[config.mk]
export PLATFORM = sky130hd
export DESIGN_NAME = fde_queue
export DESIGN_NICKNAME = d
export VERILOG_FILES = /design/src/hw/rtl/fde_pkg.sv /design/src/hw/rtl/fde_queue.sv
export SDC_FILE = /design/constraint.sdc
export NUM_CORES = 1
export LEC_CHECK = 0
export BUFFER_PORTS_ARGS = -buffer_cell sky130_fd_sc_hd__buf_2
export CORE_MARGIN = 4
export CORE_UTILIZATION = 54
export CTS_BUF_LIST = sky130_fd_sc_hd__clkbuf_8
export CTS_CLUSTER_DIAMETER = 30
export DETAILED_ROUTE_END_ITERATION = 8
export GPL_ROUTABILITY_DRIVEN = 0
export GPL_TIMING_DRIVEN = 1
export PLACE_DENSITY = 0.94
export SLEW_MARGIN = 20
export SYNTH_ARGS = -nofsm -noshare
export SYNTH_HDL_FRONTEND = slang
export SYNTH_SLANG_ARGS = --single-unit
[constraint.sdc]
create_clock -name clk -period 10.2 [get_ports clk]
set_input_delay 1.53 -clock clk [delete_from_list [all_inputs] [get_ports clk]]
set_output_delay 1.53 -clock clk [all_outputs]
set_load 0.1 [all_outputs]
[src/hw/rtl/fde_pkg.sv]
// ----------------------------------------------------------------------------
// fde_pkg: shared types, codes and float helpers for the field delta encoder
// Item layouts between front, queue and back, and IEEE single helpers.
// ----------------------------------------------------------------------------
package fde_pkg;

    localparam int QUEUE_DEPTH  = 2;
    localparam int SCALE_STAGES = 7;
    localparam int FIELD_BITS   = 32;

    localparam logic [2:0] KIND_UNSIGNED = 3'd1;
    localparam logic [2:0] KIND_SIGNED   = 3'd2;
    localparam logic [2:0] KIND_RANGED   = 3'd3;
    localparam logic [2:0] KIND_STRICT   = 3'd4;

    localparam logic REG_XOR  = 1'b0;
    localparam logic REG_ZERO = 1'b1;

    localparam logic [31:0] QNAN      = 32'h7FC0_0000;
    localparam logic [31:0] NEG_2P31  = 32'hCF00_0000;

    typedef struct packed {
        logic [2:0]  pre_bits;
        logic [1:0]  pre_len;
        logic [31:0] body;
        logic [5:0]  body_len;
        logic        strict;
        logic        xor_en;
    } fde_meta_t;

    typedef struct packed {
        fde_meta_t   meta;
        logic [31:0] base;
        logic [31:0] target;
        logic [31:0] scale;
        logic [31:0] offset;
    } fde_item_t;

    function automatic logic fde_is_nan(input logic [31:0] a);
        return (a[30:23] == 8'hFF) && (a[22:0] != 23'd0);
    endfunction

    // a < b in float order, false on NaN
    function automatic logic fde_lt(input logic [31:0] a, input logic [31:0] b);
        logic r;
        if (fde_is_nan(a) || fde_is_nan(b))
            r = 1'b0;
        else if ((a[30:0] == 31'd0) && (b[30:0] == 31'd0))
            r = 1'b0;
        else if (a[31] != b[31])
            r = a[31];
        else if (!a[31])
            r = a[30:0] < b[30:0];
        else
            r = a[30:0] > b[30:0];
        return r;
    endfunction

    // sig = {24-bit significand with leading one, guard, sticky}; round to nearest even
    function automatic logic [31:0] fde_round_pack(input logic sign,
                                                   input logic signed [10:0] e,
                                                   input logic [25:0] sig);
        logic signed [10:0] dd;
        logic signed [10:0] e2;
        logic [4:0]  d;
        logic [25:0] sh;
        logic        lost;
        logic [23:0] m;
        logic        g;
        logic        s;
        logic        inc;
        logic [24:0] mr;
        logic [31:0] r;
        if (e < 11'sd1)
        begin
            dd   = 11'sd1 - e;
            d    = (dd > 11'sd27) ? 5'd27 : dd[4:0];
            sh   = sig >> d;
            lost = |(sig & ~({26{1'b1}} << d));
            m    = sh[25:2];
            g    = sh[1];
            s    = sh[0] | lost;
            inc  = g & (s | m[0]);
            mr   = {1'b0, m} + {24'd0, inc};
            e2   = e;
            // carry into the hidden bit lands on the smallest normal
            r    = {sign, 7'd0, mr[23], mr[22:0]};
        end
        else
        begin
            dd   = 11'sd0;
            d    = 5'd0;
            sh   = sig;
            lost = 1'b0;
            m    = sig[25:2];
            g    = sig[1];
            s    = sig[0];
            inc  = g & (s | m[0]);
            mr   = {1'b0, m} + {24'd0, inc};
            e2   = mr[24] ? (e + 11'sd1) : e;
            if (e2 > 11'sd254)
                r = {sign, 8'hFF, 23'd0};
            else
                r = {sign, e2[7:0], (mr[24] ? 23'd0 : mr[22:0])};
        end
        return r;
    endfunction

    // truncate toward zero with saturation to unsigned 32 bits
    function automatic logic [31:0] fde_to_uint(input logic [31:0] f);
        logic [7:0]  e;
        logic [31:0] m;
        logic [31:0] r;
        e = f[30:23];
        m = {8'd0, 1'b1, f[22:0]};
        if (fde_is_nan(f) || f[31])
            r = 32'd0;
        else if (e >= 8'd159)
            r = 32'hFFFF_FFFF;
        else if (e < 8'd127)
            r = 32'd0;
        else if (e >= 8'd150)
            r = m << (e - 8'd150);
        else
            r = m >> (8'd150 - e);
        return r;
    endfunction

endpackage

[src/hw/rtl/fde_queue.sv]
// ----------------------------------------------------------------------------
// fde_queue: item queue between front and back
// Small circular buffer; push when not full, pop when not empty.
// ----------------------------------------------------------------------------
module fde_queue
#(
    parameter int DEPTH = fde_pkg::QUEUE_DEPTH
)
(
    input  logic                clk,
    input  logic                rst_n,
    input  logic                push,
    input  fde_pkg::fde_item_t  push_item,
    output logic                full,
    input  logic                pop,
    output logic                head_valid,
    output fde_pkg::fde_item_t  head_item
);

    localparam int PW = (DEPTH > 1) ? $clog2(DEPTH) : 1;
    localparam int CW = $clog2(DEPTH + 1);

    fde_pkg::fde_item_t mem_reg [DEPTH];
    logic [PW-1:0] wr_ptr_reg;
    logic [PW-1:0] wr_ptr_next;
    logic [PW-1:0] rd_ptr_reg;
    logic [PW-1:0] rd_ptr_next;
    logic [CW-1:0] count_reg;
    logic [CW-1:0] count_next;

    assign full       = (count_reg == CW'(DEPTH));
    assign head_valid = (count_reg != '0);
    assign head_item  = mem_reg[rd_ptr_reg];

    always_comb
    begin
        wr_ptr_next = wr_ptr_reg;
        rd_ptr_next = rd_ptr_reg;
        count_next  = count_reg;
        if (push)
            wr_ptr_next = (wr_ptr_reg == PW'(DEPTH - 1)) ? '0 : wr_ptr_reg + 1'b1;
        if (pop)
            rd_ptr_next = (rd_ptr_reg == PW'(DEPTH - 1)) ? '0 : rd_ptr_reg + 1'b1;
        if (push && !pop)
            count_next = count_reg + 1'b1;
        else if (pop && !push)
            count_next = count_reg - 1'b1;
    end

    always_ff @(posedge clk or negedge rst_n)
    begin
        if (!rst_n)
        begin
            wr_ptr_reg <= '0;
            rd_ptr_reg <= '0;
            count_reg  <= '0;
        end
        else
        begin
            wr_ptr_reg <= wr_ptr_next;
            rd_ptr_reg <= rd_ptr_next;
            count_reg  <= count_next;
        end
    end

    always_ff @(posedge clk)
    begin
        if (push)
            mem_reg[wr_ptr_reg] <= push_item;
    end

endmodule

* Word level (Yosys, flattened, before mapping)
Memories as Yosys holds them, arrays and structs flattened. Cells that the tools add are included.
Storage, ports and cells: memory bits (writable) 346, flip-flop bits (word level) 4, output and inout bits 175, memories 1, word-level logic and storage cells 21
Cells by class: add/subtract/negate cells 4, reduce and logical (&&, ||, !) cells 6, muxes and demuxes 6, eq/ne operators 1
Memory list:
- mem_reg | words 2, width 173, rd ports 1, clocked after memory_dff 0, wr ports 1, line fde_queue.sv:23 | fde_pkg::fde_item_t mem_reg [DEPTH];
Operators by type and width (count):
- 2-to-1 mux 1 bit | 4
- 2-to-1 mux 2 bit | 2
- nonzero test 2 bit | 2
- adder 1 bit, second input constant | 2
- adder 2 x 1 -> 2 bit, second input constant | 1
- equality test 2 bit, second input constant | 1
- logical AND 1 bit | 2
- logical NOT 1 bit | 2
- subtractor 2 x 1 -> 2 bit, second input constant | 1

* Depth between registers and ports, before layout
Gate-level depths: netlist of the first run.
depth in word-level cells 4, depth in mapped cells 5, depth with buffers taken out 5

* Worst setup path before layout of the first run
OpenSTA, ideal clock, no wires.
path type input to register, start input push, end memory mem_reg[0][0] (netlist bit), enable pin, path buffers 0, cell stages on the path 1, arrival time 9.000 ns, path slack 0.471 ns, path through nor2b_1
Between the ends: cells in the longest elaborated chain, start to end 2
Ends and longest elaborated chain:
- from (decl) | line fde_queue.sv:12 | input logic push,
- 2-to-1 mux 1 bit | line fde_queue.sv:68 | if (push)
- 2-to-1 mux 1 bit (not written as such) | line fde_queue.sv:69 | mem_reg[wr_ptr_reg] <= push_item;
- to (decl) | line fde_queue.sv:23
Every way passes these cells.

==> key figures, run 1 <==
Run status
  – Status: finished, final reports clean

Final layout
  – # fillers: around 1.4k
  – Area of the multi-input gates: a little over 0.002 mm2
  – Most frequent cells in the layout: buf_2 (351), edfxtp_1 (346), mux2_2 (173)
  – FF/Latch Area: 0.0105 mm2
  – Nets@finish: 1130
  – Number of flip-flops in the largest register: between 300 and 400
  – Most common cell after layout, fill and taps aside: buf_2
  – Layout Area Growth over Synthesis: 24.8%
  – Layout cells sized above 1: 0.617

Critical path
  – Crit start category: register
  – Worst path cell trace: buf_4, buf_4, mux2_2, buf_2
  – Most frequent cell on the critical path: buf_4
  – Crit Path Class: reg -> out
  – Critical Path Max Stage Delay: just under 0.9 ns
  – Crit-path slowest cell: dfrtp_4
  – Cell family with most CP delay: buffers and inverters
  – CP Buf/Inv Count: 3
  – Crit path arrival time: 3.83 ns
  – CP required: 8.67 ns
  – Crit end category: primary output
  – Max Fanout on Critical Path: 67

Floorplanning
  – I/O Pins: about 350
  – Row Count: between 50 and 60
  – Chip Width: 162 um
  – Initial cell density of the core: 0.556
  – Core Area: 0.0229 mm2
  – Die area: 0.0261 mm2
  – DIE HEIGHT: 162 um

Global routing
  – Gr usage total: 0.199
  – First-pass GRT wire length: just over 40000 um
  – Initial antenna violation count: 5
  – Vias in the first global route: between 7k and 8k
  – Gr ovfl total: 0
  – Largest net degree at the start of global routing: 83

Route
  – Iteration count of the initial detailed-routing pass: 4
  – WL/cell: around 20 um
  – Residual DRC count: 0
  – Routed WL: between 20000 and 30000 um
  – Drt first-iter violations: around 430
  – Antenna Nets Post-Route: 0
  – Via density: around 5
  – Vias: 6646

Yosys
  – Cells after Synth: ~550
  – Yosys cell types: 13
  – Total of warnings raised by yosys: 0
  – Cell area after synthesis: between 0.01 and 0.015 mm2
  – Seq cells post-synth: 350
  – Sequential area share after synthesis: 0.824
  – Syn nets: between 700 and 800
  – Synthesized area per cell: around 23 um2

Timing
  – Max-slew headroom: 0.406
  – Slew @ Worst Pin: around 0.89 ns
  – Max-slew violations: 0
  – Final-report setup violation count: 0
  – Clock skew: around 0.024 ns
  – Final period util: 0.525
  – Achievable frequency: around 190 MHz
  – Post-route setup TNS: 0 ns
  – Minimum clock period: between 5 and 6 ns
  – RSZ-0062 raised after global routing: no
  – Fin. Hold Viols: 0

Clock network
  – CTS tree: built
  – CTS buffer count: 57
  – Worst-Skew Late Latency: about 0.56 ns
  – CTS max path bufs: 3
  – Post-CTS setup buffers: 0
  – Reg clk slew, reported paths: ~0.06 ns
  – CTS sink cnt: between 300 and 400
  – Root Driver: clkbuf_8
  – CTS Hold Bufs: 0
  – Post_cts resized: 0
  – H-Tree Depth: 2

Placed design
  – Port bufs: roughly 350
  – Post-DP HPWL: roughly 18000 um

Min path
  – Worst Hold Class: reg -> reg

Flow run
  – Number of max-cap violations: 0
-- cells in the mapped netlist --
cell      number  area, um2
buf_2          1       5.00
xor2_1         4       35.0
mux2_2       173       1950
inv_1          1       3.75
buf_6         18        203
edfxtp_1     346      10400
dfrtp_1        4        100
nor2_1         1       3.75
or2_2          1       6.26
xnor2_1        1       8.76
and2_1         1       6.26
ha_1           1       12.5
nor2b_1        2       12.5
-- metal layers --
| layer | routed length (um) | part of all wire | GRT usage |
|---|---|---|---|
| met1 | 9170 | 0.34 | 0.209 |
| met2 | 14500 | 0.54 | 0.369 |
| met3 | 2130 | 0.080 | 0.0628 |
| met4 | 850 | 0.032 | 0.0795 |
| met5 | 21 | 0.00079 | 0 |
-- worst reg2reg max path, cell delays in order (launching register included) --
cell and delay [ns]:
dfrtp_1 0.43, and2_4 0.64, buf_4 0.83
-- logic make-up after synthesis --
family | after synthesis | share of synthesized area
xor gates and xnor gates | 5 | 0.00344
muxes | 173 | 0.153
and+or+nand+nor | 5 | 0.00226
buffers and inverters | 20 | 0.0166
DFF | 350 | 0.824
adders and majority gates | 1 | 0.000982
-- through the flow --
stage / setup WS [ns] / cells / area [um2] / hold WS (ns) / util
finish: 4.84 / 1308 / 15900 / 0.493 / 0.694
global route: 4.69 / 1308 / 15900 / 0.545 / 0.694
CTS: 4.84 / 1305 / 15900 / 0.489 / 0.693
detailed placement: 5.47 / 1206 / 14700 / 0.480 / 0.643
global placement: 5.44 / 1206 / 14700 / 0.468 / 0.643
floorplan: 0.471 / 554 / 12700 / 0.447 / -
-- cell type report --
cell class                 count  area share
tap                          313      0.0246
antenna                        3    0.000472
timing repair buffer         358       0.114
clock inverter                42      0.0225
inverter                       1    0.000236
multi-input combinational    184       0.129
sequential                   350       0.660
clock buffer                  57      0.0494
-- path summary, 6_finish.rpt --
path                                           from                  endpoint  slack [ns]  cells past startpoint
max                          rd_ptr_reg$_DFFE_PN0P_            head_item[105]        4.84                      4
min                        count_reg[1]$_DFFE_PN0P_  count_reg[1]$_DFFE_PN0P_        0.49                      1
max reg2reg                  wr_ptr_reg$_DFFE_PN0P_  mem_reg[1][44]$_DFFE_PP_        7.85                      2
min reg2reg                count_reg[1]$_DFFE_PN0P_  count_reg[1]$_DFFE_PN0P_        0.49                      1
max in group asynchronous                     rst_n    rd_ptr_reg$_DFFE_PN0P_        9.30                      1
min in group asynchronous                     rst_n  count_reg[1]$_DFFE_PN0P_        0.76                      1
Power of run 1 is not shown: default switching activity piles up to over one toggle a cycle in this logic, so the estimate is an artifact.
==> inputs of run 2 (changes only) <==
ABC_AREA = 1   (was not set)
CORE_UTILIZATION = 49   (was 54)
PLACE_DENSITY = 0.9   (was 0.94)
clock period = 4.7 ns   (was 10.2 ns; I/O delays follow)
==> run 2 against run 1 <==
Global-route usage down 2.6 points; worst hold slack worse by 0.16 ns; flip-flop and latch count unchanged; non-clock buffer count down 1; critical path depth down 1; setup slack worse by 3.5 ns; critical path type unchanged; critical endpoint is now head_item[98].
==> key figures, run 2 <==
Run status
  – Status: finished, final reports clean

Final layout
  – Most frequent cells in the layout: buf_2 (351), edfxtp_1 (346), mux2_2 (173)
  – # fillers: 1742
  – Layout Area Growth over Synthesis: 26.3%
  – Layout cells sized above 1: 0.605
  – Util after Layout: 0.634
  – Nets@finish: between 1k and 1.5k
  – Most common cell after layout, fill and taps aside: buf_2
  – Number of flip-flops in the largest register: 346
  – Layout Cells excl Fill: about 1.3k

Timing
  – Minimum clock period: around 3.4 ns
  – Final period util: 0.724
  – RSZ-0062 raised after global routing: no
  – Final-report setup violation count: 0
  – Post-route setup TNS: 0 ns
  – Achievable frequency: a little under 300 MHz
  – Final WS setup: roughly 1.3 ns
  – Clock skew: 0.0214 ns
  – Max-slew violations: 0
  – Slew @ Worst Pin: about 1.1 ns
  – Max-slew headroom: 0.260
  – Fin. Hold Viols: 0

Critical path
  – Crit Path Class: reg -> out
  – Crit path arrival time: between 2 and 3 ns
  – Crit end category: primary output
  – Crit-path slowest cell: dfrtp_4
  – Max Fanout on Critical Path: 64
  – Cell family with most CP delay: flip-flops
  – Critical Path Max Stage Delay: a little over 1 ns
  – Crit start category: register
  – Worst path cell trace: buf_12, mux2_2, buf_2
  – CP Buf/Inv Count: 2
  – CP required: about 4.0 ns

Yosys
  – Total of warnings raised by yosys: 0
  – Sequential area share after synthesis: 0.823
  – Area leader, netlist: edfxtp_1
  – Yosys cell types: 13
  – Cell area after synthesis: approximately 0.013 mm2
  – Synthesized area per cell: ~23 um2
  – Cells after Synth: around 560
  – Post-synth top flop: edfxtp_1
  – Top cell type's share of synthesized area: 0.815
  – Area contributors post-synth: edfxtp_1 (81%), mux2_2 (15%), buf_6 (1.6%)
  – Syn nets: ~740
  – Post-synth EDFFs: around 350
  – Most frequent cell after synthesis: edfxtp_1
  – Seq cells post-synth: between 300 and 400
  – Ys async rst share: 0.0114
  – Synth cell count leaders: edfxtp_1 (346), mux2_2 (173), buf_6 (18)

Global routing
  – Initial antenna violation count: 6
  – Gr ovfl total: 0
  – Gr usage total: 0.173
  – Vias in the first global route: 7306
  – First-pass GRT wire length: approximately 39000 um
  – Largest net degree at the start of global routing: approximately 170

Route
  – Antenna Nets Post-Route: 0
  – Residual DRC count: 0
  – Met3 routed wirelength: between 2000 and 2500 um
  – Routed WL: ~26000 um
  – Top Layer Used: met5
  – WL/cell: 19.2 um
  – Via density: between 5 and 6
  – M1 WL: around 9400 um
  – Drt first-iter violations: 421
  – Iteration count of the initial detailed-routing pass: 5
  – Met2 wire len: roughly 13000 um
  – Vias: 6739

Flow run
  – Number of max-cap violations: 0

Clock network
  – Root Driver: clkbuf_8
  – Worst-Skew Late Latency: about 0.56 ns
  – CTS tree: built
  – CTS buffer count: 59
  – Reg clk slew, reported paths: 0.06 ns
  – CTS max path bufs: 3
  – H-Tree Depth: 2
  – CTS sink cnt: 350

Floorplanning
  – Row Count: 58
  – DIE HEIGHT: between 150 and 200 um
  – I/O Pins: about 350
  – Core Area: approximately 0.025 mm2
  – Die area: between 0.02 and 0.03 mm2
  – Chip Width: roughly 170 um
  – Initial cell density of the core: 0.502

Placed design
  – Port bufs: between 300 and 400
  – Post-Place Cells: ~1.2k
  – Post-DP HPWL: between 15000 and 20000 um
  – DP Worst Slack: 1.86 ns

Min path
  – Worst Hold Class: in -> reg
run 2: layout make-up:
type | instances | area, um2 | share of cell area
diodes | 5 | 12.5 | 0.000777
multi-input cells | 187 | 2040 | 0.126
flip-flops and latches | 350 | 10500 | 0.651
clock inverters | 46 | 432 | 0.0268
inverters | 7 | 31.3 | 0.00194
clock buffers | 61 | 840 | 0.0521
repair buffers | 357 | 1850 | 0.115
well taps | 330 | 413 | 0.0256
run 2: logic make-up after synthesis:
| family | synth area share |
|---|---|
| XOR/XNOR | 0.00206 |
| adder cells (fa/ha/maj) | 0.000981 |
| buffers and inverters | 0.0183 |
| flip-flops | 0.823 |
| multiplexers | 0.153 |
| AND/OR/NAND/NOR | 0.00324 |
run 2: worst register-to-register path: stages, from the launching register on:
cell,delay (ns)
dfrtp_1,0.43
nand2_1,0.14
inv_6,0.44
buf_4,0.56
run 2: worst paths after layout:
| path | cells after the start | startpoint | end | slack (ns) |
|---|---|---|---|---|
| setup / recovery | 3 | rd_ptr_reg$_DFFE_PN0P_ | head_item[98] | 1.30 |
| hold / removal | 1 | push_item[166] | mem_reg[1][166]$_DFFE_PP_ | 0.33 |
| setup reg to reg | 3 | wr_ptr_reg$_DFFE_PN0P_ | mem_reg[1][57]$_DFFE_PP_ | 2.77 |
| hold reg to reg | 2 | count_reg[1]$_DFFE_PN0P_ | count_reg[1]$_DFFE_PN0P_ | 0.47 |
| max in group asynchronous | 2 | rst_n | rd_ptr_reg$_DFFE_PN0P_ | 4.04 |
| min in group asynchronous | 2 | rst_n | count_reg[0]$_DFFE_PN0P_ | 0.52 |
run 2: timing repair:
action                                 in CTS  in global routing
buffers inserted                            0                  0
gates resized for setup                     0                  0
endpoints found under the hold margin       4                  0
hold buffers                                1                  0
run 2: layer usage:
metal / GRT usage / vias to the layer above
li1: - / 3064
met1: 0.196 / 3307
met2: 0.307 / 303
met3: 0.0536 / 61
met4: 0.0690 / 4
met5: 0 / -
run 2: per-stage QoR:
stage	area (um2)	hold WS (ns)
3_3_place_gp	14800	0.454
3_5_place_dp	14800	0.461
6_report	16100	0.329
5_1_grt	16100	0.286
2_1_floorplan	12800	0.409
4_1_cts	16100	0.278
Power of run 2 is left out for the same reason.
